<file path="config.mk">
export PLATFORM = sky130hd
export DESIGN_NAME = btdc_cfg
export DESIGN_NICKNAME = d
export VERILOG_FILES = /design/src/design/btdc_pkg.sv /design/src/design/btdc_cfg.sv
export SDC_FILE = /design/constraint.sdc
export NUM_CORES = 1
export LEC_CHECK = 0
export BUFFER_PORTS_ARGS = -buffer_cell sky130_fd_sc_hd__buf_4
export CORE_ASPECT_RATIO = 0.75
export CORE_MARGIN = 4
export CORE_UTILIZATION = 31
export DETAILED_ROUTE_END_ITERATION = 10
export PLACE_DENSITY_LB_ADDON = 0.15
export SLEW_MARGIN = 20
export SYNTH_ARGS = -nofsm -noshare
export SYNTH_HDL_FRONTEND = slang
export SYNTH_SLANG_ARGS = --single-unit
export TNS_END_PERCENT = 20
</file>
<file path="constraint.sdc">
create_clock -name clk -period 1 [get_ports clk]
set_input_delay 0.05 -clock clk [delete_from_list [all_inputs] [get_ports clk]]
set_output_delay 0.05 -clock clk [all_outputs]
set_load 0.05 [all_outputs]
</file>
<file path="src/design/btdc_pkg.sv">
`timescale 1ns / 1ps
// ----------------------------------------------------------------------------
// btdc_pkg
// Shared codes and fixed field widths of the bitwise trie depth cache.
// ----------------------------------------------------------------------------
package btdc_pkg;

  localparam int KEY_LEN_W  = 7;
  localparam int TURNS_W    = 8;
  localparam int STATUS_W   = 3;
  localparam int COUNT_W    = 16;
  localparam int CFG_DATA_W = 32;
  localparam int CFG_ADDR_W = 3;

  localparam logic [KEY_LEN_W-1:0] KEY_LEN_RESET = 7'd64;
  localparam logic [KEY_LEN_W-1:0] KEY_LEN_MIN   = 7'd2;
  localparam logic [COUNT_W-1:0]   COUNT_MAX     = 16'hffff;

  // Register index, taken from the word address of the configuration port.
  localparam logic [0:0] REG_KEY_LENGTH = 1'b0;

  typedef enum logic [0:0] {
    CMD_INSERT = 1'b0,
    CMD_LOOKUP = 1'b1
  } cmd_t;

  typedef enum logic [STATUS_W-1:0] {
    STATUS_STORED  = 3'd0,
    STATUS_EQUAL   = 3'd1,
    STATUS_SMALLER = 3'd2,
    STATUS_FULL    = 3'd3,
    STATUS_FOUND   = 3'd4,
    STATUS_MISS    = 3'd5
  } status_t;

endpackage

</file>
<file path="src/design/btdc_cfg.sv">
`timescale 1ns / 1ps
// ----------------------------------------------------------------------------
// btdc_cfg
// APB-style register port holding the key length.
// ----------------------------------------------------------------------------
module btdc_cfg (
  input  logic                                clk,
  input  logic                                rst_n,
  input  logic                                psel,
  input  logic                                penable,
  input  logic                                pwrite,
  input  logic [btdc_pkg::CFG_ADDR_W-1:0]     paddr,
  input  logic [btdc_pkg::CFG_DATA_W-1:0]     pwdata,
  output logic [btdc_pkg::CFG_DATA_W-1:0]     prdata,
  output logic                                pready,
  output logic [btdc_pkg::KEY_LEN_W-1:0]      key_length
);

  logic [btdc_pkg::KEY_LEN_W-1:0] key_length_r;
  logic [btdc_pkg::KEY_LEN_W-1:0] key_length_nxt;
  logic                           sel_key_length;

  assign sel_key_length = (paddr[btdc_pkg::CFG_ADDR_W-1:2] == btdc_pkg::REG_KEY_LENGTH);

  always_comb begin
    key_length_nxt = key_length_r;
    if (psel && penable && pwrite && sel_key_length) begin
      key_length_nxt = pwdata[btdc_pkg::KEY_LEN_W-1:0];
    end
  end

  always_ff @(posedge clk) begin
    if (!rst_n) begin
      key_length_r <= btdc_pkg::KEY_LEN_RESET;
    end else begin
      key_length_r <= key_length_nxt;
    end
  end

  assign prdata = sel_key_length ?
                  {{(btdc_pkg::CFG_DATA_W-btdc_pkg::KEY_LEN_W){1'b0}}, key_length_r} : '0;
  assign pready     = 1'b1;
  assign key_length = key_length_r;

endmodule

</file>
---- Yosys cells after proc, flatten, opt, wreduce, memory -nomap -nowiden ----
Cells that the tools add are included.
W data, S select, Z words.
storage, ports and cells
  bits in registers ....................... 7
  logic and storage cells ................. 6
  input bits .............................. 40
  output and inout port bits .............. 40
operators by class
  bitwise gates (word level) .............. 1
  reductions and logical operators ........ 3
  mux-type cells .......................... 1
operators with widths
  kind                 count
  $mux W7              1
  $logic_and A1 B1 Y1  3
  $not A1 Y1           1

---- Logic depth before layout (Yosys ltp) ----
Gate-level depths: netlist (run 1).
  word-level depth ........................ 3
  depth in mapped cells ................... 3
  mapped depth without buffers ............ 2

---- Least setup slack after synthesis (run 1) ----
No wires, ideal clock.
  path type ............................... reg-to-output
  start point ............................. register key_length_r (netlist bit key_length[6])
  end point ............................... output port prdata[6] (netlist bit)
  path slack .............................. -0.060 ns
  data arrival time ....................... 1.010 ns
  buffers on the path ..................... 0
  data required time ...................... 0.950 ns
  stages on the path, launching flop included .. 2
  cell sequence ........................... dfxtp_1 -> and2b_2
on the way
  longest elaborated chain between the ends .. 1
RTL lines
  element                   RTL line        RTL
  start: declaration        btdc_cfg.sv:19  logic [btdc_pkg::KEY_LEN_W-1:0] key_length_r;
  start signal: assignment  btdc_cfg.sv:34  key_length_r <= btdc_pkg::KEY_LEN_RESET;
  start signal: assignment  btdc_cfg.sv:36  key_length_r <= key_length_nxt;
  $mux W7                   btdc_cfg.sv:40  assign prdata = sel_key_length ?
  end: declaration          btdc_cfg.sv:14  output logic [btdc_pkg::CFG_DATA_W-1:0] prdata,
No other way between the ends.

---- Worst setup path in the final report (run 1) ----
  start point ............................. register key_length_r (netlist bit key_length[0])
  end point ............................... output port prdata[0] (netlist bit)
The elaborated chain is that of the path after synthesis.

==> reports/metrics.cfg, run 1 <==
[min_path]
min_from=pwdata[4]
hp-class=input pin to flip-flop

[global_routing]
grt_max_degree=15
grt_pass1_vias=333
antenna_found_initial=0
grt.overflow.total=0
grt_pass1_wl_um=1520
grt_util_all_layers_pct=8.12

[detailed_routing]
ant_nets=0
dr.pass1.iters=2
wire_per_inst_um=9.74
drt-total-wl_um=1110
vias_per_cell=3.54
via_count=404
drc=0
drtIter0Drc=2

[worst_setup_path]
reg2reg_from=key_length[6]
crit_end=prdata[0]
cp-startpoint=key_length[0]
crit_path_start_kind=flip-flop
rrSetupSlack_ns=0.40
path_max_fanout=3
required_ns=0.95
worstRegToRegCells=2
crit_type=flip-flop to output port
critPathCaptureType=output port
cp.arrival_ns=0.92
rr_endpoint=key_length[6]

[clock_network]
cts-root-buf=clkbuf_4
hold_buffers=0
clk_pin_slew_ns=0.06
cts_tree=yes
worstSkewPairLatency_ns=0.25
clockBufferDepth=2
numCtsBuffers=3
ctsHtreeMaxLevel=1
clock-sinks=7

[power]
powerDensity_mw_per_mm2=1250
ir_worst_vdd_v=0.000512
p_total_mw=0.906
p_leak_nw=0.382

[yosys]
synth_top_family_by_area=buffers and inverters
synthCells=66
yosys_warnings=0
yosysSeqAreaShare_pct=25.2
synth_top_area_cell=buf_4
ys_types=10
synth_area_per_cell_um2=8.44
synth_fa_ha_area_share_pct=0
muxShareOfSynthArea_pct=12.6
synth_area_leaders=buf_4 35%, dfxtp_1 25%, mux2i_1 13%
synth_xor_area_share_pct=0
synth-compound-area-share_pct=0
yosys.area_share.simple_pct=23.1
syn-cell-area_um2=557
yosysTopAreaCellShare_pct=35.1
synth-seq-cells=7

[timing]
clock.fmax_mhz=1030
skew_ns=0
timing.final.crit_share_pct=96.7
grt_setup_unrepaired=true
hold_viol=0
setup_violations=0
slew_viol_final=0
period_needed_ns=0.967

[placed_design]
placed_cells=110
io_buffers=26
placed_area_um2=667
hpwlAfterDp_um=908
place_congestion=0.687

[run_status]
status=complete, no violations

[floorplanning]
rows=12
die_x_um=56.9
die-area_mm2=0.00254
core_mm2=0.00159
die_y_um=44.7
start_util_pct=35.0
io_pins=80

[final_layout]
area_delta_synth_final_pct=29.7
num_antenna_cells=0
fin_cells=114
largest_reg_flops=7
finish.instance_area_um2=722
final_cell_mix=26 x conb_1, 20 x buf_4, 12 x nand2_1
drive_gt1_share_pct=43.0
multi_input_area_um2=297
seqCellArea_um2=144
layout_commonest_cell=conb_1
n_fill_cell=166
fin_nets=134

[flow_run]
drv_cap=0

[worst max-delay path: stages (launching register included)]
cell and delay, ns:
dfxtp_1 0.32, and2b_2 0.20, buf_6 0.15
[how the worst min path moves through the flow]
stage | to | slack, ns | depth (start not counted)
floorplan | key_length[0] | 0.19 | 2
global placement | key_length[5] | 0.31 | 3
detailed placement | key_length[2] | 0.31 | 3
CTS | key_length[4] | 0.05 | 3
global route | key_length[1] | 0.05 | 3
finish | key_length[4] | 0.05 | 3
[metal layers]
layer / routed length (um) / GRT usage [%] / part of all wire, % / vias to the layer above
li1: - / - / - / 204
met1: 449 / 10.3 / 40 / 168
met2: 480 / 11.2 / 43 / 32
met3: 179 / 6.00 / 16 / 0
met4: 0 / 1.39 / 0 / 0
met5: 0 / 0 / 0 / -
[cell type report]
| type | instances | area share (%) |
|---|---|---|
| Multi-Input combinational cell | 55 | 41.1 |
| Clock buffer | 4 | 3.64 |
| Timing Repair Buffer | 27 | 31.7 |
| Sequential cell | 7 | 19.9 |
| Tap cell | 21 | 3.64 |
[Yosys cell counts, drive strengths merged]
master,count
and2b,7
and4b,1
buf,27
clkbuf,1
conb,2
dfxtp,7
mux2i,7
nand2,12
nor2b,2
[logic make-up (layout without fill, tap and decap cells)]
family	count (synthesis)	in the layout
buffers and inverters	28	31
DFF	7	7
muxes	7	7
other	2	26
and+or+nand+nor	22	22
[timing repair]
item	in CTS	in global routing
setup endpoints to repair	2	7
gates resized for setup	2	7
setup buffers	0	0
[stage by stage]
stage / util, % / setup WS [ns] / hold WS [ns] / TNS (ns)
final: 45.4 / 0.0326 / 0.0455 / 0
after global routing: 45.4 / -0.00308 / 0.0503 / -0.00519
after CTS: 44.0 / 0.000623 / 0.0467 / 0
after detailed placement: 41.9 / 0.125 / 0.314 / 0
after global placement: 41.9 / 0.110 / 0.314 / 0
after floorplan: - / -0.0594 / 0.192 / -0.356
[report_power, final]
part	switching, mW	leakage (nW)	internal (mW)	total (mW)
clock	0.111	0.0150	0.153	0.264
sequential	0.00414	0.0572	0.286	0.290
combinational	0.286	0.310	0.0655	0.352
Power figures use the tool's default switching activity.
==> run 2: changes to the inputs <==
--- a/config.mk
+++ b/config.mk
@@ -10,7 +10,7 @@
 export CORE_MARGIN = 4
 export CORE_UTILIZATION = 31
 export DETAILED_ROUTE_END_ITERATION = 10
-export PLACE_DENSITY_LB_ADDON = 0.15
+export PLACE_DENSITY = 0.83
 export SLEW_MARGIN = 20
 export SYNTH_ARGS = -nofsm -noshare
 export SYNTH_HDL_FRONTEND = slang
==> run 2 against run 1 <==
Die area stayed put. Sequential share of layout area up 0.28 points. Sequential power barely moved. Critical path depth stayed put. Via count rose by 3.2%. Utilization rose by 0.16 points. Setup slack improved by 0.0013 ns. Register-to-register slack is essentially flat. Final cell count unchanged. Sequential cell count did not move. Critical path type unchanged.
==> reports/metrics.cfg, run 2 (same netlist as run 1, synthesis figures left out) <==
[worst_setup_path]
crit_path_start_kind=flip-flop
cp.arrival_ns=0.92
reg2reg_from=key_length[6]
rrSetupSlack_ns=0.40
rr_endpoint=key_length[6]
path_max_fanout=3
worstPathCellList=and2b_2 > buf_6
critPathCaptureType=output port
worstRegToRegCells=2
crit_family=flip-flops
cpMaxStageDelayCell=dfxtp_1
required_ns=0.95
crit_buf_inv=1
crit_type=flip-flop to output port
worst_path_largest_cell_delay_ns=0.32

[power]
ir_worst_vdd_v=0.000805
internal_power_mw=0.504
seqPwrFrac_pct=32.4
p_comb_share_pct=39.4
power_switching_mw=0.393
p_total_mw=0.897
swShare_pct=43.8
p_leak_nw=0.383
p_clk_share_pct=28.3
powerDensity_mw_per_mm2=1240

[clock_network]
postCtsResizedCells=0
numCtsBuffers=3
clockBufferDepth=2
cts_tree=yes
worstSkewPairLatency_ns=0.24
cts-root-buf=clkbuf_4
ctsHtreeMaxLevel=1
clock-sinks=7
hold_buffers=0
clk_pin_slew_ns=0.05
cts_setup_buffers=0

[floorplanning]
core_mm2=0.00159
die_x_um=56.9
start_util_pct=35.0
die-area_mm2=0.00254
die_y_um=44.7
rows=12
io_pins=80

[final_layout]
area_delta_synth_final_pct=30.1
fin_nets=134
fin_cells=114
drive_gt1_share_pct=45.2
fin_util_pct=45.5
num_antenna_cells=0
largest_reg_flops=7
layout_commonest_cell=conb_1
finish.instance_area_um2=724
final_cell_mix=26 x conb_1, 20 x buf_4, 12 x nand2_1

[min_path]
hold_depth=3
hp-class=input pin to flip-flop
min_from=pwdata[4]
min_to=key_length[4]

[timing]
skew_ns=0
hold_viol=0
timing.final.crit_share_pct=96.6
setup_violations=0
clock.fmax_mhz=1040
holdWs_ns=0.0498
grt_setup_unrepaired=true
slew_viol_final=0
period_needed_ns=0.966

[global_routing]
grt_pass1_wl_um=1610
antenna_found_initial=0
grt_pass1_vias=363
grt_max_degree=15
grt.overflow.total=0
grt_util_all_layers_pct=8.54

[placed_design]
placed_cells=110
placed_area_um2=667
io_buffers=26
place_congestion=0.610
hpwlAfterDp_um=960

[detailed_routing]
drc=0
drtIter0Drc=1
drt-total-wl_um=1170
wire_per_inst_um=10.3
ant_nets=0
vias_per_cell=3.66
via_count=417
dr.pass1.iters=2

[run_status]
status=complete, no violations

[flow_run]
drv_cap=0

-- run 2: worst max-delay path by stage --
| stage | from | to | slack [ns] | cells after the start |
|---|---|---|---|---|
| CTS | key_length[0] | prdata[0] | 0.0003 | 2 |
| floorplan | key_length[0] | prdata[0] | -0.06 | 1 |
| detailed placement | paddr[2] | key_length[2] | 0.08 | 4 |
| global placement | paddr[2] | key_length[6] | 0.13 | 4 |
| finish | key_length[1] | prdata[1] | 0.03 | 2 |
| global route | key_length[2] | prdata[2] | -0.005 | 2 |
-- run 2: per-stage QoR --
stage | setup slack (ns) | setup TNS [ns]
2_1_floorplan | -0.0594 | -0.356
3_3_place_gp | 0.134 | 0
3_5_place_dp | 0.0837 | 0
4_1_cts | 0.000306 | 0
5_1_grt | -0.00499 | -0.00840
6_report | 0.0339 | 0
-- run 2: cell type report --
type	count	area (um2)
Clock buffer	4	26.3
Fill cell	168	867
Multi-Input combinational cell	55	297
Sequential cell	7	146
Tap cell	21	26.3
Timing Repair Buffer	27	229
-- run 2: power by group through the flow --
stage	clock, mW	combinational, mW	sequential (mW)
floorplan	0	0.344	0.317
global placement	0	0.344	0.295
detailed placement	0	0.346	0.296
CTS	0.263	0.346	0.290
global route	0.288	0.368	0.291
finish	0.253	0.353	0.291
-- run 2: per-layer routing --
layer / vias up / routed length, um / GRT usage, %
li1: 205 / - / -
met1: 190 / 384 / 8.89
met2: 22 / 669 / 14.8
met3: 0 / 119 / 6.57
met4: 0 / 0 / 0
met5: - / 0 / 0
-- run 2: worst min-delay path, stage by stage --
cell	delay, ns
buf_4	0.10
nand2_1	0.05
mux2i_1	0.06
==> run 3: changes to the inputs <==
--- a/config.mk
+++ b/config.mk
@@ -10,6 +10,7 @@
 export CORE_MARGIN = 4
 export CORE_UTILIZATION = 31
 export DETAILED_ROUTE_END_ITERATION = 10
+export HOLD_SLACK_MARGIN = 0.15
 export PLACE_DENSITY = 0.83
 export SLEW_MARGIN = 20
 export SYNTH_ARGS = -nofsm -noshare
==> run 3 against run 2 <==
Hold slack better by 0.31 ns. Via count increased by 6.7%. Count of clock-buffer cells in the layout did not move. Register-to-register slack about the same. First-iteration DRC count rose by 100%. Sequential share of layout area decreased by 2.0 points.
==> reports/metrics.cfg, run 3 (same netlist as run 1, synthesis figures left out) <==
[run_status]
status=complete, no violations

[worst_setup_path]
path_max_fanout=3
worstRegToRegCells=2
crit_end=prdata[2]
cpMaxStageDelayCell=dfxtp_2
required_ns=0.95
worstPathCellList=and2b_2 > buf_6
worst_path_largest_cell_delay_ns=0.32
cp.depth=2
crit_type=flip-flop to output port
rr_endpoint=key_length[6]
rrSetupSlack_ns=0.40
crit_buf_inv=1
crit_path_start_kind=flip-flop
cp.arrival_ns=0.91
reg2reg_from=key_length[6]
critPathCaptureType=output port
crit_family=flip-flops
cp-startpoint=key_length[2]

[final_layout]
final_cell_mix=26 x conb_1, 20 x buf_4, 12 x nand2_1, 8 x dlygate4sd3_1
fin_util_pct=50.6
area_delta_synth_final_pct=44.5
num_antenna_cells=0
drive_gt1_share_pct=41.6
layout_commonest_cell=conb_1
fin_nets=142
fin_cells=122
n_fill_cell=157
largest_reg_flops=7
finish.instance_area_um2=805

[floorplanning]
start_util_pct=35.0
die-area_mm2=0.00254
rows=12
die_y_um=44.7
die_x_um=56.9
core_mm2=0.00159
io_pins=80

[power]
power_switching_mw=0.398
powerDensity_mw_per_mm2=1150
internal_power_mw=0.524
ir_worst_vdd_v=0.000742
p_clk_share_pct=27.4
p_comb_share_pct=41.1
seqPwrFrac_pct=31.5
p_leak_nw=0.416
swShare_pct=43.1
p_total_mw=0.922

[timing]
fin_ws_ns=0.0352
slew_viol_final=0
clock.fmax_mhz=1040
hold_viol=0
period_needed_ns=0.965
skew_ns=0
setup_violations=0
timing.final.crit_share_pct=96.5
grt_setup_unrepaired=true

[placed_design]
place_congestion=0.610
placed_cells=110
place_ws_ns=0.0837
io_buffers=26
hpwlAfterDp_um=960
placed_area_um2=667

[clock_network]
worstSkewPairLatency_ns=0.25
numCtsBuffers=3
cts_tree=yes
clk_pin_slew_ns=0.05
clock-sinks=7
cts-root-buf=clkbuf_4
ctsHtreeMaxLevel=1
clockBufferDepth=2

[detailed_routing]
ant_nets=0
via_count=445
vias_per_cell=3.65
dr.pass1.iters=2
drc=0
wire_per_inst_um=10.5
drtIter0Drc=2
drt-total-wl_um=1280

[min_path]
min_from=penable
hp-class=input pin to flip-flop

[global_routing]
grt.overflow.total=0
grt_pass1_wl_um=1730
grt_max_degree=15
antenna_found_initial=0
grt_util_all_layers_pct=9.09
grt_pass1_vias=379

[flow_run]
drv_cap=0

run 3: worst min path at each step:
| stage | to | depth (start not counted) |
|---|---|---|
| 6_report | key_length[6] | 4 |
| 5_1_grt | key_length[0] | 4 |
| 4_1_cts | key_length[6] | 4 |
| 3_5_place_dp | key_length[6] | 3 |
| 3_3_place_gp | key_length[6] | 3 |
| 2_1_floorplan | key_length[0] | 2 |
run 3: metrics by stage:
| step | hold WS, ns | TNS (ns) |
|---|---|---|
| final | 0.361 | 0 |
| after global routing | 0.378 | -0.00932 |
| after CTS | 0.367 | 0 |
| after detailed placement | 0.319 | 0 |
| after global placement | 0.309 | 0 |
| after floorplan | 0.192 | -0.356 |
run 3: cell type report:
cell class	count	area, um2	area share [%]
multi-input cells	55	297	36.9
flip-flops and latches	7	146	18.2
clock buffers	4	26.3	3.27
well taps	21	26.3	3.27
repair buffers	35	309	38.4
run 3: worst reg2reg max path, delay by kind of cell (launching register included):
family	cells	cell delay [ns]
mux	1	0.07
flops	1	0.32
simple gates	1	0.10
run 3: power by group through the flow:
| stage | logic (mW) | registers [mW] | clock network [mW] |
|---|---|---|---|
| floorplan | 0.344 | 0.317 | 0 |
| global placement | 0.344 | 0.295 | 0 |
| detailed placement | 0.346 | 0.296 | 0 |
| CTS | 0.371 | 0.290 | 0.263 |
| global route | 0.395 | 0.291 | 0.287 |
| finish | 0.379 | 0.291 | 0.253 |
run 3: timing repair:
action                                 in CTS  in global routing
setup buffers                               0                  0
hold buffers                                8                  0
gates resized for setup                     0                 11
endpoints found under the hold margin       7                  0
setup endpoints to repair                   0                  7
run 3: routing by layer:
metal,global-route usage (%),part of all wire (%)
met4,0,0
met3,6.29,11
met5,0,0
met2,15.7,58
met1,9.91,32
