[src/design/btdc_pkg.sv]
`timescale 1ns / 1ps
// ----------------------------------------------------------------------------
// btdc_pkg
// Shared codes and fixed field widths of the bitwise trie depth cache.
// ----------------------------------------------------------------------------
package btdc_pkg;

  localparam int KEY_LEN_W  = 7;
  localparam int TURNS_W    = 8;
  localparam int STATUS_W   = 3;
  localparam int COUNT_W    = 16;
  localparam int CFG_DATA_W = 32;
  localparam int CFG_ADDR_W = 3;

  localparam logic [KEY_LEN_W-1:0] KEY_LEN_RESET = 7'd64;
  localparam logic [KEY_LEN_W-1:0] KEY_LEN_MIN   = 7'd2;
  localparam logic [COUNT_W-1:0]   COUNT_MAX     = 16'hffff;

  // Register index, taken from the word address of the configuration port.
  localparam logic [0:0] REG_KEY_LENGTH = 1'b0;

  typedef enum logic [0:0] {
    CMD_INSERT = 1'b0,
    CMD_LOOKUP = 1'b1
  } cmd_t;

  typedef enum logic [STATUS_W-1:0] {
    STATUS_STORED  = 3'd0,
    STATUS_EQUAL   = 3'd1,
    STATUS_SMALLER = 3'd2,
    STATUS_FULL    = 3'd3,
    STATUS_FOUND   = 3'd4,
    STATUS_MISS    = 3'd5
  } status_t;

endpackage

[src/design/btdc_walk.sv]
`timescale 1ns / 1ps
// ----------------------------------------------------------------------------
// btdc_walk
// Trie walker: shifts the key out one bit per level and follows one table
// word per cycle, allocating node pairs and updating the leaf.
// ----------------------------------------------------------------------------
module btdc_walk #(
  parameter int TABLE_WORDS = 65536,
  parameter int KEY_BITS    = 64
) (
  input  logic                                           clk,
  input  logic                                           rst_n,
  input  logic [btdc_pkg::KEY_LEN_W-1:0]                 key_length,
  input  logic                                           in_valid,
  output logic                                           in_ready,
  input  logic                                           in_cmd,
  input  logic [KEY_BITS-1:0]                            in_key,
  input  logic [btdc_pkg::TURNS_W-1:0]                   in_turns,
  output logic                                           out_valid,
  input  logic                                           out_ready,
  output logic [btdc_pkg::STATUS_W-1:0]                  out_status,
  output logic [btdc_pkg::TURNS_W-1:0]                   out_found_turns,
  output logic [btdc_pkg::COUNT_W-1:0]                   out_entry_count,
  output logic [$clog2(((((TABLE_WORDS+1)/2*2) < 8) ? 8 :
                         ((TABLE_WORDS+1)/2*2)) + 1)-1:0] out_words_used,
  output logic                                           ram_we,
  output logic [$clog2(((((TABLE_WORDS+1)/2*2) < 8) ? 8 :
                         ((TABLE_WORDS+1)/2*2)))-1:0]     ram_waddr,
  output logic [(($clog2(((((TABLE_WORDS+1)/2*2) < 8) ? 8 :
                   ((TABLE_WORDS+1)/2*2))) > 8) ?
                 $clog2(((((TABLE_WORDS+1)/2*2) < 8) ? 8 :
                   ((TABLE_WORDS+1)/2*2))) : 8):0]        ram_wdata,
  output logic [$clog2(((((TABLE_WORDS+1)/2*2) < 8) ? 8 :
                         ((TABLE_WORDS+1)/2*2)))-1:0]     ram_raddr,
  input  logic [(($clog2(((((TABLE_WORDS+1)/2*2) < 8) ? 8 :
                   ((TABLE_WORDS+1)/2*2))) > 8) ?
                 $clog2(((((TABLE_WORDS+1)/2*2) < 8) ? 8 :
                   ((TABLE_WORDS+1)/2*2))) : 8):0]        ram_rdata
);

  localparam int TBL_EVEN = (TABLE_WORDS + 1) / 2 * 2;
  localparam int TBL_SIZE = (TBL_EVEN < 8) ? 8 : TBL_EVEN;
  localparam int AW       = $clog2(TBL_SIZE);
  localparam int NFW      = $clog2(TBL_SIZE + 1);
  // One bit above any pointer or depth value, so all ones marks an unused word.
  localparam int WW       = ((AW > 8) ? AW : 8) + 1;
  localparam int LVW      = $clog2(KEY_BITS);

  localparam logic [WW-1:0]  UNUSED_MARK = {WW{1'b1}};
  localparam logic [WW-1:0]  TBL_LIM     = WW'(TBL_SIZE);
  localparam logic [NFW-1:0] NF_LIM      = NFW'(TBL_SIZE);
  localparam logic [NFW-1:0] NF_RESET    = NFW'(6);
  localparam logic [NFW-1:0] NF_STEP     = NFW'(2);
  localparam logic [AW-1:0]  CLR_LAST    = AW'(TBL_SIZE - 1);
  localparam logic [WW-1:0]  ROOT_LO     = WW'(2);
  localparam logic [WW-1:0]  ROOT_HI     = WW'(4);
  localparam logic [btdc_pkg::KEY_LEN_W-1:0] KEY_LEN_MAX = btdc_pkg::KEY_LEN_W'(KEY_BITS);

  typedef enum logic [3:0] {
    ST_CLEAR = 4'b0001,
    ST_IDLE  = 4'b0010,
    ST_WALK  = 4'b0100,
    ST_DONE  = 4'b1000
  } state_t;

  state_t                          state_r, state_nxt;
  logic [AW-1:0]                   clr_r, clr_nxt;
  logic [NFW-1:0]                  next_free_r, next_free_nxt;
  logic [btdc_pkg::COUNT_W-1:0]    count_r, count_nxt;
  logic                            out_valid_r, out_valid_nxt;
  logic [LVW-1:0]                  lvl_r, lvl_nxt;
  logic                            byp_valid_r, byp_valid_nxt;

  logic [WW-1:0]                   byp_data_r, byp_data_nxt;
  logic [KEY_BITS-1:0]             key_r, key_nxt;
  btdc_pkg::cmd_t                  cmd_r, cmd_nxt;
  logic [btdc_pkg::TURNS_W-1:0]    turns_r, turns_nxt;
  logic [AW-1:0]                   cur_r, cur_nxt;
  btdc_pkg::status_t               res_status_r, res_status_nxt;
  logic [btdc_pkg::TURNS_W-1:0]    res_found_r, res_found_nxt;
  logic [btdc_pkg::STATUS_W-1:0]   out_status_r, out_status_nxt;
  logic [btdc_pkg::TURNS_W-1:0]    out_found_r, out_found_nxt;
  logic [btdc_pkg::COUNT_W-1:0]    out_count_r, out_count_nxt;
  logic [NFW-1:0]                  out_words_r, out_words_nxt;

  logic [btdc_pkg::KEY_LEN_W-1:0]  levels;
  logic [WW-1:0]                   rd_word;
  logic                            is_unused;
  logic                            is_last;
  logic                            can_alloc;
  logic [WW-1:0]                   new_pos;
  logic [WW-1:0]                   next_slot;
  logic                            slot_ok;

  always_comb begin
    if (key_length < btdc_pkg::KEY_LEN_MIN) begin
      levels = btdc_pkg::KEY_LEN_MIN;
    end else if (key_length > KEY_LEN_MAX) begin
      levels = KEY_LEN_MAX;
    end else begin
      levels = key_length;
    end
  end

  // A word written in the same cycle that its address is read comes from the bypass.
  assign rd_word   = byp_valid_r ? byp_data_r : ram_rdata;
  assign is_unused = (rd_word == UNUSED_MARK);
  assign is_last   = (lvl_r == '0);
  assign can_alloc = (next_free_r < NF_LIM);
  assign new_pos   = is_unused ? WW'(next_free_r) : rd_word;
  assign next_slot = new_pos + WW'(key_r[0]);
  assign slot_ok   = (next_slot < TBL_LIM);

  always_comb begin
    state_nxt      = state_r;
    clr_nxt        = clr_r;
    next_free_nxt  = next_free_r;
    count_nxt      = count_r;
    out_valid_nxt  = out_valid_r;
    lvl_nxt        = lvl_r;
    byp_valid_nxt  = 1'b0;
    byp_data_nxt   = byp_data_r;
    key_nxt        = key_r;
    cmd_nxt        = cmd_r;
    turns_nxt      = turns_r;
    cur_nxt        = cur_r;
    res_status_nxt = res_status_r;
    res_found_nxt  = res_found_r;
    out_status_nxt = out_status_r;
    out_found_nxt  = out_found_r;
    out_count_nxt  = out_count_r;
    out_words_nxt  = out_words_r;
    ram_we         = 1'b0;
    ram_waddr      = cur_r;
    ram_wdata      = UNUSED_MARK;
    ram_raddr      = cur_r;

    if (out_valid_r && out_ready) begin
      out_valid_nxt = 1'b0;
    end

    case (state_r)
      ST_CLEAR: begin
        ram_we    = 1'b1;
        ram_waddr = clr_r;
        if (clr_r == AW'(0)) begin
          ram_wdata = ROOT_LO;
        end else if (clr_r == AW'(1)) begin
          ram_wdata = ROOT_HI;
        end else begin
          ram_wdata = UNUSED_MARK;
        end
        clr_nxt = clr_r + AW'(1);
        if (clr_r == CLR_LAST) begin
          state_nxt = ST_IDLE;
        end
      end

      ST_IDLE: begin
        if (in_valid) begin
          cmd_nxt       = btdc_pkg::cmd_t'(in_cmd);
          turns_nxt     = in_turns;
          key_nxt       = in_key >> 1;
          lvl_nxt       = LVW'(levels - btdc_pkg::KEY_LEN_W'(1));
          ram_raddr     = AW'(in_key[0]);
          cur_nxt       = AW'(in_key[0]);
          res_found_nxt = '0;
          state_nxt     = ST_WALK;
        end
      end

      ST_WALK: begin
        if (is_last) begin
          state_nxt = ST_DONE;
          if (cmd_r == btdc_pkg::CMD_INSERT) begin
            if (is_unused && (count_r < btdc_pkg::COUNT_MAX)) begin
              count_nxt = count_r + btdc_pkg::COUNT_W'(1);
            end
            if (rd_word > WW'(turns_r)) begin
              ram_we         = 1'b1;
              ram_wdata      = WW'(turns_r);
              res_status_nxt = btdc_pkg::STATUS_STORED;
            end else if (rd_word == WW'(turns_r)) begin
              res_status_nxt = btdc_pkg::STATUS_EQUAL;
            end else begin
              res_status_nxt = btdc_pkg::STATUS_SMALLER;
            end
          end else if (is_unused) begin
            res_status_nxt = btdc_pkg::STATUS_MISS;
          end else begin
            res_status_nxt = btdc_pkg::STATUS_FOUND;
            res_found_nxt  = rd_word[btdc_pkg::TURNS_W-1:0];
          end
        end else if (is_unused && (cmd_r == btdc_pkg::CMD_LOOKUP)) begin
          res_status_nxt = btdc_pkg::STATUS_MISS;
          state_nxt      = ST_DONE;
        end else if (is_unused && !can_alloc) begin
          res_status_nxt = btdc_pkg::STATUS_FULL;
          state_nxt      = ST_DONE;
        end else begin
          if (is_unused) begin
            // Hang a fresh node pair off this word.
            ram_we        = 1'b1;
            ram_wdata     = WW'(next_free_r);
            next_free_nxt = next_free_r + NF_STEP;
          end
          if (!slot_ok) begin
            res_status_nxt = (cmd_r == btdc_pkg::CMD_INSERT) ?
                             btdc_pkg::STATUS_FULL : btdc_pkg::STATUS_MISS;
            state_nxt      = ST_DONE;
          end else begin
            ram_raddr     = next_slot[AW-1:0];
            cur_nxt       = next_slot[AW-1:0];
            key_nxt       = key_r >> 1;
            lvl_nxt       = lvl_r - LVW'(1);
            byp_valid_nxt = is_unused && (next_slot[AW-1:0] == cur_r);
            byp_data_nxt  = WW'(next_free_r);
          end
        end
      end

      ST_DONE: begin
        if (!out_valid_r || out_ready) begin
          out_valid_nxt  = 1'b1;
          out_status_nxt = res_status_r;
          out_found_nxt  = res_found_r;
          out_count_nxt  = count_r;
          out_words_nxt  = next_free_r;
          state_nxt      = ST_IDLE;
        end
      end

      default: begin
        state_nxt = ST_IDLE;
      end
    endcase
  end

  always_ff @(posedge clk) begin
    if (!rst_n) begin
      state_r     <= ST_CLEAR;
      clr_r       <= '0;
      next_free_r <= NF_RESET;
      count_r     <= '0;
      out_valid_r <= 1'b0;
      lvl_r       <= '0;
      byp_valid_r <= 1'b0;
    end else begin
      state_r     <= state_nxt;
      clr_r       <= clr_nxt;
      next_free_r <= next_free_nxt;
      count_r     <= count_nxt;
      out_valid_r <= out_valid_nxt;
      lvl_r       <= lvl_nxt;
      byp_valid_r <= byp_valid_nxt;
    end
  end

  always_ff @(posedge clk) begin
    byp_data_r   <= byp_data_nxt;
    key_r        <= key_nxt;
    cmd_r        <= cmd_nxt;
    turns_r      <= turns_nxt;
    cur_r        <= cur_nxt;
    res_status_r <= res_status_nxt;
    res_found_r  <= res_found_nxt;
    out_status_r <= out_status_nxt;
    out_found_r  <= out_found_nxt;
    out_count_r  <= out_count_nxt;
    out_words_r  <= out_words_nxt;
  end

  assign in_ready        = (state_r == ST_IDLE);
  assign out_valid       = out_valid_r;
  assign out_status      = out_status_r;
  assign out_found_turns = out_found_r;
  assign out_entry_count = out_count_r;
  assign out_words_used  = out_words_r;

endmodule

[config.mk]
export PLATFORM = sky130hd
export DESIGN_NAME = btdc_walk
export DESIGN_NICKNAME = d
export VERILOG_FILES = /design/src/design/btdc_pkg.sv /design/src/design/btdc_walk.sv
export SDC_FILE = /design/constraint.sdc
export NUM_CORES = 1
export LEC_CHECK = 0
export BUFFER_PORTS_ARGS = -buffer_cell sky130_fd_sc_hd__buf_2
export CAP_MARGIN = 20
export CORE_UTILIZATION = 56
export DETAILED_ROUTE_END_ITERATION = 8
export PLACE_DENSITY = 0.8
export SYNTH_ARGS = -nofsm -noshare
export SYNTH_HDL_FRONTEND = slang
export SYNTH_SLANG_ARGS = --single-unit
[constraint.sdc]
create_clock -name clk -period 5.35 [get_ports clk]
set_input_delay 0.535 -clock clk [delete_from_list [all_inputs] [get_ports clk]]
set_output_delay 0.535 -clock clk [all_outputs]
set_load 0.005 [all_outputs]
* Word level (Yosys, flattened, before mapping)
Index checks and enable logic that the tools add are counted.
Word-level totals: logic and storage cells 143, register bits 222
Operators by class: multiplexer cells 64, equal/unequal tests 21, magnitude comparators 6, bitwise gates (word level) 7, reductions and logical operators 21, add/sub/neg operators 6
Operator list (count):
- 64-bit two-way mux | 5
- 17-bit two-way mux | 10
- 64-bit one-hot mux with 2 select lines | 1
- 16-bit two-way mux | 6
- 6-bit two-way mux | 7
- 17-bit less-than comparator (second input constant) | 2
- 17-bit one-hot mux with 2 select lines | 1
- 16-bit by 1-bit adder with 16-bit output (second input constant) | 2
- 8-bit two-way mux | 4
- 16-bit one-hot mux with 2 select lines | 1
- 4-bit two-way mux | 7
- 2-bit != test (second input constant) | 10
- 3-bit two-way mux | 6
- 17-bit by 1-bit adder with 17-bit output | 1
- 17-bit by 2-bit adder with 17-bit output (second input constant) | 1
- 17-bit == test (second input constant) | 1
- 17-bit by 8-bit == test with 1-bit output | 1
- 17-bit by 8-bit > comparator with 1-bit output | 1
- 16-bit by 1-bit == test with 1-bit output (second input constant) | 1
- 16-bit == test | 1
- 16-bit == test (second input constant) | 1
- 16-bit zero test | 1
- 16-bit less-than comparator (second input constant) | 1
- 4-bit one-hot mux with 4 select lines | 1
- other kinds (25) | 52

* Depth between registers and ports, before layout
Gate-level depths: netlist of run 1.
word-level depth 10, gate-level depth with buffers 18

* Worst setup path before layout of run 1
OpenSTA, ideal clock, no wires.
path type input port to output port, start point input ram_rdata[5] in the netlist's numbering, end point output ram_raddr[13] in the netlist's numbering, stages 16, slack 393 ps, path buffers 2, data required time 4815 ps, arrival 4422 ps, path through nand3b_1 -> a22oi_4 -> and3_1 -> buf_6 -> buf_12 -> nor2_1 -> ha_1 -> ha_1 -> and4b_1 -> a2bb2oi_2 -> nand4_1 -> a211o_1 -> nand3_1 -> a21oi_2 -> inv_1 -> o21ai_0
RTL lines:
- start: declaration | RTL line btdc_walk.sv:38 | ((TABLE_WORDS+1)/2*2))) : 8):0] ram_rdata
- end: declaration | RTL line btdc_walk.sv:34 | ((TABLE_WORDS+1)/2*2)))-1:0] ram_raddr,

==> key figures, run 1 <==
Worst hold path
  • Hold WC Path Type: in -> reg

Floorplanning
  • Die area: 20200 um^2
  • Starting Density: 58.0%
  • DIE HEIGHT: 142 um
  • Row count: 50
  • Core area: 19000 um^2
  • IO Count: 197
  • Die width: 142 um

Cells and area
  • Share of layout cells above drive strength 1: 23.6%
  • Area grow syn2layout: 18.9%
  • Final Non-Filler Cells: 1547
  • N_diodes: 0
  • Layout Utilization: 69.0%
  • Final Instance Area: 13100 um^2
  • # nets final: 1386

Setup path
  • CP Max Fanout: 15
  • Worst setup EP type: primary output
  • CP max stage delay: 0.51 ns
  • CP required: 4.82 ns
  • Critical Path Start Type: flop
  • Worst Setup Path Type: reg -> out
  • Worst path bufs/invs: 3
  • Delay-heaviest family, CP: compound AO/OA/AOI/OAI gates
  • Critical path arrival: 4.59 ns
  • Slowest cell on the critical path: dfxtp_2
  • Critical-path cell list: buf_4 > nand2b_1 > o22ai_4 > and3_1 > nor2_1 > ha_1 > ha_1 > and4b_1 > a2bb2oi_2 > nand4_1 > o211ai_1 > nand3_1 > a21oi_4 > buf_4 > a22o_1 > buf_2

Timing
  • Fmax achieved: 195 MHz
  • Fin. Hold Viols: 0
  • Slew HR: 35.1%
  • Worst Skew: 0.0127 ns
  • Max Slew Vio Count: 0
  • RSZ-0062 raised after global routing: false
  • TNS Setup: 0 ns
  • Tmin final: 5.12 ns
  • Worst-margin pin slew: 0.972 ns
  • Tcrit/Tclk final: 95.8%
  • Final setup fails: 0
  • Hold WS: 0.187 ns

Clocking
  • CTS tree: built
  • H-tree levels: 1
  • Root Driver: clkbuf_16
  • Clock sink total: 218
  • Post-CTS Setup Inserts: 0
  • Worst skew pair latency: 0.53 ns
  • Total CTS buffers: 24
  • Clk buf depth: 3
  • Clk slew on worst S/H paths: 0.07 ns

Global route
  • Initial antenna violation count: 0
  • Overall Global Routing Usage: 28.2%
  • First-pass GRT wire length: 43900 um
  • Largest net degree at the start of global routing: 74
  • GR met1 Demand/Resource: 40.3%
  • GR peak layer: met2
  • Met2 Usage GRT: 43.6%
  • Vias in the first global route: 8115
  • Gr ovfl total: 0
  • Met3 Use GR: 4.14%

Drt
  • WL/cell: 18.6 um
  • # DRC: 0
  • Vias per inst: 5.72
  • Antenna viol nets, final: 0
  • Iteration count of the initial detailed-routing pass: 6
  • Starting DRT DRC Count: 836
  • Total wire length: 28800 um
  • Vias: 8856

Power and ir drop
  • P_sw: 1.04 mW
  • Combinational power share: 12.3%
  • Reg power frac: 43.8%
  • Internal: 3.16 mW
  • Leakage: 5.27 nW
  • Sw frac: 24.8%
  • Clk pwr share: 43.9%
  • IR drop worst, VDD: 0.305 mV
  • Power density over cell area: 321 nW/um^2

Synthesis
  • Post-synth EDFFs: 142
  • Synthesized area: 11000 um^2
  • Synth Register Bits: 218
  • Synth warnings: 0
  • Syn_nets: 1200
  • Ys flop type: edfxtp_1
  • Yosys cell types: 89
  • Asr flop ratio synth: 0%
  • Cell count after synthesis: 1083
  • Share of the yosys chip area belonging to registers: 52.6%
  • Syn avg cell area: 10.2 um^2

Placement
  • Placer Congestion: 0.967
  • Post-placement cell area: 12200 um^2
  • Placed Cells: 1503
  • PortBufs: 195
  • Dpl hpwl: 20600 um

Run status
  • Outcome: complete, no violations

Run
  • Max Cap Viol: 0
[per-layer routing]
layer	part of all wire [%]	up-vias
li1	-	4220
met1	43	4162
met2	45	409
met3	8.2	65
met4	3.4	0
met5	0	-
[cells by family (layout without fill, tap and decap cells)]
kind of cell | count (synthesis) | count (layout) | synth area share [%]
muxes | 35 | 35 | 3.43
buffers and inverters | 89 | 293 | 3.75
DFF | 218 | 218 | 52.6
other | 1 | 1 | 0.0341
and+or+nand+nor | 496 | 496 | 22.3
AOI/OAI and AO/OA | 167 | 167 | 11.0
xor gates and xnor gates | 61 | 61 | 5.12
adders and majority gates | 16 | 16 | 1.82
[final timing paths]
kind	start	end	slack, ns	cells after the start
max	byp_valid_r	ram_raddr[5]	0.23	16
min reg2reg	res_found_r[4]	out_found_turns[4]	0.42	0
min	in_turns[3]	turns_r[3]	0.19	1
max reg2reg	byp_valid_r	key_r[22]	0.89	15
[what timing repair did]
action                     4_1_cts  5_1_grt
hold buffers                     0        0
gates resized for setup          0        5
setup endpoints to repair        0       14
[final cells by class]
type	count	area, um^2
clock inverter	18	277
tap	260	325
inverter	37	141
timing repair buffer	212	1100
clock buffer	26	608
sequential	218	5790
fill	1511	5880
multi-input combinational	776	4840
[layout by cell type (no fill, tap or decap), drive strengths merged, types with 5 or more instances in the layout]
cell type	instances
nand2	250
buf	212
edfxtp	142
dfxtp	76
o21ai	53
nor2	49
and2	46
inv	42
xnor2	40
nand3	32
clkbuf	26
nand4	24
a21oi	20
mux2	19
xor2	19
ha	16
mux2i	16
nor2b	15
nor3	14
a211oi	14
nor4	11
and3	9
o21a	9
a21boi	9
or3	8
o211ai	7
bufinv	6
nand3b	6
or4	6
and4	5
a41oi	5
a21o	5
[flip-flops by register name (all words and copies together), names as in the netlist, 16 cells and up]
| name | flops |
|---|---|
| count_r | 16 |
| key_r | 63 |
| out_words_used | 16 |
| byp_data_r | 16 |
| cur_r | 16 |
| out_entry_count | 16 |
| clr_r | 16 |
| next_free_r | 16 |
[synth_stat cells, drive strengths merged (5+ instances only)]
cell | count | area [um^2]
nand2 | 250 | 946
edfxtp | 142 | 4260
dfxtp | 76 | 1520
o21ai | 53 | 265
nor2 | 49 | 191
and2 | 46 | 288
xnor2 | 40 | 350
inv | 37 | 139
clkbuf | 35 | 131
nand3 | 32 | 165
nand4 | 24 | 150
a21oi | 20 | 108
mux2 | 19 | 214
xor2 | 19 | 166
buf | 17 | 143
ha | 16 | 200
mux2i | 16 | 164
nor2b | 15 | 93.8
a211oi | 14 | 115
nor3 | 14 | 80.1
nor4 | 11 | 81.3
a21boi | 9 | 67.6
and3 | 9 | 56.3
o21a | 9 | 67.6
or3 | 8 | 50.1
o211ai | 7 | 52.6
nand3b | 6 | 57.6
or4 | 6 | 48.8
a21o | 5 | 37.5
a41oi | 5 | 43.8
and4 | 5 | 43.8
[power by group through the flow]
| stage | Sequential (mW) | Clock [mW] | Combinational [mW] |
|---|---|---|---|
| finish | 1.84 | 1.84 | 0.519 |
| global route | 1.84 | 1.93 | 0.562 |
| CTS | 1.84 | 1.86 | 0.512 |
| detailed placement | 1.87 | 0 | 0.508 |
| global placement | 1.87 | 0 | 0.502 |
| floorplan | 1.86 | 0 | 0.269 |
[stage by stage]
stage / setup WS (ns) / power, mW
4_1_cts: 0.0584 / 4.21
2_1_floorplan: 0.393 / 2.13
5_1_grt: 0.0301 / 4.34
6_report: 0.226 / 4.20
3_3_place_gp: 0.718 / 2.37
3_5_place_dp: 0.585 / 2.38
Note: power is estimated with default switching activity, not from simulation.
==> inputs of run 2 (changes only) <==
--- a/config.mk
+++ b/config.mk
@@ -10,6 +10,7 @@
 export CORE_UTILIZATION = 56
 export DETAILED_ROUTE_END_ITERATION = 8
 export PLACE_DENSITY = 0.8
+export RECOVER_POWER = 50
 export SYNTH_ARGS = -nofsm -noshare
 export SYNTH_HDL_FRONTEND = slang
 export SYNTH_SLANG_ARGS = --single-unit
==> run 2 against run 1 <==
  * Power about the same
  * Design area decreased by 0.45%
  * Critical path type unchanged
  * Die area unchanged
  * Sequential power hardly changed
  * First-iteration DRC count down 2.4%
  * The run now ends with capacitance limit, slew limit left
==> key figures, run 2 (same netlist as run 1, synthesis figures left out) <==
Run status
  • Outcome: finished with violations
  • Failing checks: capacitance limit, slew limit

Floorplanning
  • Core area: 19000 um^2
  • IO Count: 197
  • DIE HEIGHT: 142 um
  • Starting Density: 58.0%
  • Die width: 142 um
  • Die area: 20200 um^2
  • Row count: 50

Drt
  • Vias per inst: 5.72
  • WL/cell: 18.7 um
  • Iteration count of the initial detailed-routing pass: 8
  • Antenna viol nets, final: 0
  • Starting DRT DRC Count: 816
  • # DRC: 0
  • Vias: 8843
  • Total wire length: 28900 um

Setup path
  • R2R depth: 15
  • CP required: 4.82 ns
  • Reg-to-Reg Start: byp_valid_r
  • Critical Path Start Type: flop
  • R2r setup slk: 0.92 ns
  • Critical path destination: ram_raddr[1]
  • CP Max Fanout: 15
  • Reg2Reg Capture Point: key_r[9]
  • Worst Setup Path Type: reg -> out
  • Critical path arrival: 4.54 ns
  • Worst setup EP type: primary output
  • CP startpoint: byp_valid_r

Cells and area
  • Commonest non-fill, non-tap cell in the layout: nand2_1
  • # nets final: 1386
  • Biggest register: key_r
  • Share of layout cells above drive strength 1: 21.6%
  • Most frequent cells in the layout: nand2_1 (249), buf_2 (176), edfxtp_1 (142)
  • Max FFs per register: 63
  • N_diodes: 0
  • Area grow syn2layout: 18.3%
  • Layout Utilization: 68.7%

Power and ir drop
  • IR drop worst, VDD: 0.305 mV
  • Total Power: 4.20 mW
  • Power density over cell area: 322 nW/um^2
  • Leakage: 5.20 nW

Global route
  • Initial antenna violation count: 0
  • First-pass GRT wire length: 43900 um
  • Largest net degree at the start of global routing: 74
  • Overall Global Routing Usage: 28.2%
  • Vias in the first global route: 8115
  • Gr ovfl total: 0

Worst hold path
  • Worst hold path depth: 1
  • Hold WC Path Type: in -> reg

Clocking
  • Total CTS buffers: 24
  • CTS Hold Bufs: 0
  • CTS tree: built
  • H-tree levels: 1
  • Post-CTS Setup Inserts: 0
  • Post-CTS sizing: 0
  • Clk slew on worst S/H paths: 0.07 ns
  • Clock sink total: 218
  • Root Driver: clkbuf_16
  • Worst skew pair latency: 0.53 ns
  • Clk buf depth: 3

Timing
  • Tcrit/Tclk final: 94.8%
  • Fmax achieved: 197 MHz
  • Worst Skew: 0.0148 ns
  • Final setup fails: 0
  • RSZ-0062 raised after global routing: false
  • Fin. Hold Viols: 0
  • Worst-margin pin slew: 2.71 ns
  • Max Slew Vio Count: 99
  • Slew HR: -80.7%
  • TNS Setup: 0 ns
  • Tmin final: 5.07 ns

Placement
  • Dpl hpwl: 20600 um
  • Placer Congestion: 0.967
  • PortBufs: 195

Run
  • Max Cap Viol: 3
## run 2: cell types whose count changed in the layout (fill, tap and decap cells not counted), moves of 2 or more
| cell | before | now |
|---|---|---|
| buf_2 | 195 | 176 |
| and2_0 | 0 | 7 |
| nor4b_2 | 3 | 1 |
| nor4b_1 | 1 | 3 |
| buf_4 | 17 | 13 |
| and2_1 | 46 | 39 |
| clkbuf_1 | 2 | 24 |
## run 2: cell type report
type,count,area (um^2)
sequential,218,5790
multi-input combinational,776,4820
fill,1532,5940
timing repair buffer,212,1060
clock buffer,26,608
inverter,37,141
clock inverter,18,277
tap,260,325
## run 2: worst min-delay path by stage
stage,startpoint,to,slack (ns)
2_1_floorplan,res_found_r[0],out_found_turns[0],0.40
3_3_place_gp,res_found_r[6],out_found_turns[6],0.40
3_5_place_dp,res_found_r[4],out_found_turns[4],0.41
4_1_cts,in_turns[3],turns_r[3],0.17
5_1_grt,in_turns[4],turns_r[4],0.18
6_report,in_turns[3],turns_r[3],0.19
## run 2: power by group
| group | switching, mW | leakage (nW) | total (mW) | internal [mW] |
|---|---|---|---|---|
| combinational | 0.299 | 2.92 | 0.517 | 0.218 |
| sequential | 0.0296 | 1.85 | 1.84 | 1.81 |
| clock | 0.715 | 0.422 | 1.84 | 1.13 |
| total | 1.04 | 5.20 | 4.20 | 3.16 |
## run 2: metal layers
layer | GRT usage, % | wire length, um | vias to the layer above
met2 | 43.6 | 13200 | 397
met4 | 10.6 | 900 | 0
met3 | 4.14 | 2210 | 60
li1 | - | - | 4224
met5 | 0 | 0 | -
met1 | 40.3 | 12600 | 4162
## run 2: worst max-delay path: stages (launching register included)
cell	delay (ns)
dfxtp_2	0.51
buf_4	0.24
nand2b_1	0.17
o22ai_4	0.16
and3_1	0.20
nor2_1	0.10
ha_1	0.27
ha_1	0.25
and4b_1	0.28
a2bb2oi_2	0.26
nand4_1	0.19
o211ai_1	0.19
nand3_1	0.19
a21oi_4	0.32
buf_4	0.28
a22o_1	0.25
buf_2	0.14
## run 2: per-stage QoR
stage               worst slack, ns  cell area, um^2  instances  hold WS [ns]
floorplan                     0.393            11000       1083         0.400
global placement              0.718            12200       1502         0.403
detailed placement            0.585            12200       1503         0.405
CTS                          0.0584            13100       1547         0.171
global route                 0.0301            13000       1547         0.178
finish                        0.279            13000       1547         0.188
